`src/rtl/ncq_ram.sv`:
```
module ncq_ram #(
	parameter int WIDTH = 16,
	parameter int DEPTH = 256,
	localparam int AW = $clog2(DEPTH)
) (
	input  logic             clk,
	input  logic             we,
	input  logic [AW-1:0]    waddr,
	input  logic [WIDTH-1:0] wdata,
	input  logic [AW-1:0]    raddr,
	output logic [WIDTH-1:0] rdata
);

	logic [WIDTH-1:0] mem [DEPTH];
	logic [WIDTH-1:0] rd_q;

	always_ff @(posedge clk) begin
		if (we) begin
			mem[waddr] <= wdata;
		end
		rd_q <= mem[raddr];
	end

	assign rdata = rd_q;

endmodule

```
`config.mk`:
```
export PLATFORM = sky130hd
export DESIGN_NAME = ncq_ram
export DESIGN_NICKNAME = d
export VERILOG_FILES = /design/src/rtl/ncq_ram.sv
export SDC_FILE = /design/constraint.sdc
export NUM_CORES = 2
export LEC_CHECK = 0
export CORE_MARGIN = 2
export CORE_UTILIZATION = 45
export CTS_CLUSTER_DIAMETER = 30
export DETAILED_ROUTE_END_ITERATION = 8
export DONT_BUFFER_PORTS = 1
export GPL_TIMING_DRIVEN = 0
export PLACE_DENSITY_LB_ADDON = 0.15
export SLEW_MARGIN = 20
export SYNTH_ARGS = -nofsm -noshare
export SYNTH_HDL_FRONTEND = slang
export SYNTH_SLANG_ARGS = --single-unit
```
`constraint.sdc`:
```
create_clock -name clk -period 9.6 [get_ports clk]
set_input_delay 2.88 -clock clk [delete_from_list [all_inputs] [get_ports clk]]
set_output_delay 2.88 -clock clk [all_outputs]
set_load 0.1 [all_outputs]
```
Yosys cells after proc, flatten, opt, wreduce, memory -nomap -nowiden --
Memories as Yosys holds them, arrays and structs flattened. A register that Yosys moved wholly into a read port is not among the register bits. Cells that the tools add are included.
Cells by class: multiplexer cells 2
Operator list (number):
- 1-bit two-way mux | 2
Word-level totals: register bits after elaboration 0, memory bits (writable) 4096, logic and storage cells 3, memories kept 1
Memories:
- mem | depth 256, width 16, rd ports 1, clocked after memory_dff 1, wr ports 1, RTL line 14 | logic [WIDTH-1:0] mem [DEPTH];

Logic depth before layout (Yosys ltp) --
depth in word-level cells 2, mapped depth 12, mapped depth without buffers 6

Worst setup path before layout --
Ideal clock, no wire load.
path type input to register, from input waddr[3], to memory mem[235][0] (enable), data arrival time 4.657 ns, required time 9.212 ns, setup slack 4.555 ns, stages on the path 6, buffers on the path 3, cell sequence clkbuf_1 nor2b_1 clkbuf_1 nand4_1 clkbuf_1 nor2_1
RTL lines:
- from (decl) | RTL line 8 | input logic [AW-1:0] waddr,
- to (decl) | RTL line 14
No word-level cell before the write port.

==> flow_metrics.py <==
metrics = {
    "run_status": {
        "status": "completed",
    },
    "power": {
        "p_per_area_nw_per_um2": 249.2,
        "p_sw_mw": 10.57,
        "pwr-share-seq": 0.412,
        "p_sw_frac": 0.2181,
        "leakagePower_nw": 62.97,
        "power.internal_mw": 37.89,
        "pwr-share-comb": 0.038,
        "peakVddDrop_v": 0.0001875,
        "p_clk_frac": 0.550,
    },
    "cts": {
        "cts_buffer_depth": 4,
        "clk_latency_ns": 1.08,
        "path_clk_slew_ns": 0.05,
        "cts_resized": 0,
        "clock-root-buffer": "clkbuf_16",
        "post_cts_buffers": 0,
        "tritoncts": "yes",
        "cts_buffers": 758,
        "cts.sinks": 4112,
        "postCtsHoldBufs": 0,
        "h-tree-depth": 6,
    },
    "sta": {
        "worstMarginPinSlew_ns": 1.372,
        "finClkSkew_ns": 0.08662,
        "clock.fmax_ghz": 0.1339,
        "timing.slew.headroom": 0.08553,
        "setup_tns_ns": 0,
        "rsz0062_at_grt": "false",
        "period_share": 0.7778,
        "hold_viol": 0,
        "slew_viol_final": 0,
        "holdWs_ns": 1.232,
        "finalSetupViolCount": 0,
        "period_needed_ns": 7.467,
    },
    "yosys": {
        "ys_seq_area_frac": 0.7770,
        "syn_area_sq_um": 158700,
        "synth_seq_cells": 4112,
        "synth_area_leaders": "edfxtp_1 77%, mux4_2 11%, mux2i_1 3.6%, o221ai_1 1.4%, nor2_1 0.72%",
        "synth.avg_cell_area_sq_um": 21.56,
        "ys_warn_count": 0,
        "synth_top_area_frac": 0.7750,
        "synth_cell_types": 52,
        "syn_inst": 7360,
        "synth.largest_area_cell": "edfxtp_1",
        "synthFlopType": "edfxtp_1",
        "syn-num-nets": 7394,
        "ys_async_sr_fraction": 0,
        "synth-edff-count": 4096,
        "ys_top_cells_by_count": "4096 x edfxtp_1, 797 x mux4_2, 565 x mux2i_1",
        "synth_most_common_cell": "edfxtp_1",
    },
    "detailed_routing": {
        "drt_wl_total_mm": 517.5,
        "ant_nets": 0,
        "dr.pass1.iters": 8,
        "vias": 85911,
        "drc": 0,
        "drtIter0Drc": 14386,
        "wire_per_inst_um": 38.02,
        "routed_via_density": 6.311,
    },
    "critical_path": {
        "reg2reg_depth": 6,
        "slowest_delay_ns": 1.10,
        "crit_buf_inv": 4,
        "crit_type": "in -> reg",
        "cp_common_cell": "clkbuf_1",
        "crit_path_max_fanout": 10,
        "cp_cell_sequence": "clkbuf_1, clkbuf_2, clkbuf_1, clkbuf_1, a211oi_1, o21ai_0, nand3_1, nor4_1",
        "crit_path_end": "rdata[7]$_DFF_P_",
        "cp_num_cells": 8,
        "start_kind": "input port",
        "startpoint": "raddr[4]",
        "reg2reg_setup_slack_ns": 5.95,
        "r2r_end": "rdata[11]$_DFF_P_",
        "cpLargestDelayFamily": "buffers and inverters",
        "end_kind": "flip-flop",
        "worstPathRequired_ns": 10.47,
        "slowest_stage": "nor4_1",
        "r2r_start": "mem[193][11]$_DFFE_PP_",
        "worstPathArrival_ns": 8.33,
    },
    "global_routing": {
        "grt_max_degree": 257,
        "grt_pass1_wl_mm": 696.0,
        "antenna_found_initial": 44,
        "grt.overflow.total": 0,
        "grt_usage": 0.2866,
        "grt_pass1_vias": 83754,
    },
    "floorplan": {
        "die_h_um": 597.9,
        "die_w_um": 597.9,
        "io_pins": 50,
        "start_util": 0.4511,
        "die_area_sq_um": 357500,
        "core-area_sq_um": 351900,
        "std_cell_rows": 218,
    },
    "layout": {
        "seq_area_sq_um": 123300,
        "final_util": 0.5526,
        "fillers": 26351,
        "design_area_sq_um": 194400,
        "drive_gt1_frac": 0.3157,
        "layout.nets": 8359,
        "synthToLayoutAreaGrowth_pct": 22.50,
        "layout.cells.non_filler": 13612,
        "multi_input_area_sq_um": 33940,
    },
    "placed_design": {
        "post_dp_cell_area_sq_um": 168500,
        "dp_hpwl_mm": 332.0,
        "dp.cells": 12185,
        "portBuffers": 0,
        "place_congestion": 1.011,
    },
    "job": {
        "drv_cap": 0,
    },
    "min_path": {
        "min_path_type": "reg -> reg",
    },
}
[final cells by class]
type,instances,share of cell area
Tap cell,4620,0.02973
Timing Repair Buffer,205,0.01377
Buffer,452,0.01438
Clock inverter,542,0.03218
Multi-Input combinational cell,2792,0.1746
Sequential cell,4112,0.6343
Clock buffer,866,0.1008
Antenna cell,19,0.0002445
Inverter,4,0.00007722
[flip-flops by register name (all words and copies together), names as in the netlist]
signal  cells
mem      4096
rdata      16
[cell families after synthesis]
family / count (synthesis) / synth area share
mux: 1450 / 0.1550
simple gates: 556 / 0.01574
flops: 4112 / 0.7770
compound gates: 786 / 0.03537
buf+inv: 456 / 0.01693
[how the worst min path moves through the flow]
| stage | start | end | slack [ns] | cells after the start |
|---|---|---|---|---|
| 6_report | mem[216][6]$_DFFE_PP_ | rdata[6]$_DFF_P_ | 1.23 | 6 |
| 5_1_grt | mem[216][6]$_DFFE_PP_ | rdata[6]$_DFF_P_ | 1.25 | 6 |
| 4_1_cts | mem[216][4]$_DFFE_PP_ | rdata[4]$_DFF_P_ | 1.18 | 5 |
| 3_5_place_dp | mem[216][4]$_DFFE_PP_ | rdata[4]$_DFF_P_ | 1.16 | 5 |
| 3_3_place_gp | mem[216][4]$_DFFE_PP_ | rdata[4]$_DFF_P_ | 1.16 | 5 |
| 2_1_floorplan | mem[232][1]$_DFFE_PP_ | rdata[1]$_DFF_P_ | 0.85 | 6 |
[cells in the final DEF, fill, tap and decap left out, types with 34 or more instances in the layout]
| cell type | instances |
|---|---|
| edfxtp_1 | 4096 |
| mux4_2 | 797 |
| clkbuf_16 | 768 |
| mux2i_1 | 565 |
| clkbuf_1 | 270 |
| o221ai_1 | 252 |
| buf_6 | 204 |
| nor2_2 | 182 |
| a21oi_1 | 175 |
| o22ai_1 | 148 |
| clkinv_1 | 130 |
| clkinv_2 | 116 |
| bufinv_16 | 102 |
| mux2_2 | 88 |
| buf_2 | 84 |
| nor3_1 | 76 |
| nor2_4 | 75 |
| buf_8 | 65 |
| clkinvlp_4 | 64 |
| nor2_1 | 47 |
| clkinv_4 | 45 |
| a22oi_1 | 43 |
| clkbuf_2 | 42 |
| inv_6 | 39 |
| nand2_1 | 38 |
| nand3_1 | 35 |
| o21ai_0 | 34 |
[power groups by stage]
stage               clock (mW)  combinational [mW]  sequential [mW]
CTS                       26.8                1.81             20.0
detailed placement           0                1.80             20.3
finish                    26.6                1.85             20.0
global placement             0                1.75             20.3
floorplan                    0               0.976             20.3
global route              27.7                1.86             19.9
[through the flow]
step	setup WS (ns)	power, mW
after floorplan	4.555	21.26
after global placement	-0.02408	22.03
after detailed placement	1.154	22.08
after CTS	2.277	48.57
after global routing	2.462	49.48
final	2.133	48.45
[layer usage]
layer	GRT usage	wire [um]	share of wire
met1	0.3990	201200	0.39
met2	0.4234	230100	0.44
met3	0.08436	61470	0.12
met4	0.1204	24600	0.048
met5	0	98	0.00019
[tightest hold or removal path, delay by kind of cell, from the launching register on]
| family | cells | cell delay, ns |
|---|---|---|
| simple gates | 2 | 0.20 |
| mux | 1 | 0.15 |
| flops | 1 | 0.34 |
| compound gates | 3 | 0.44 |
Power figures use the tool's default switching activity.
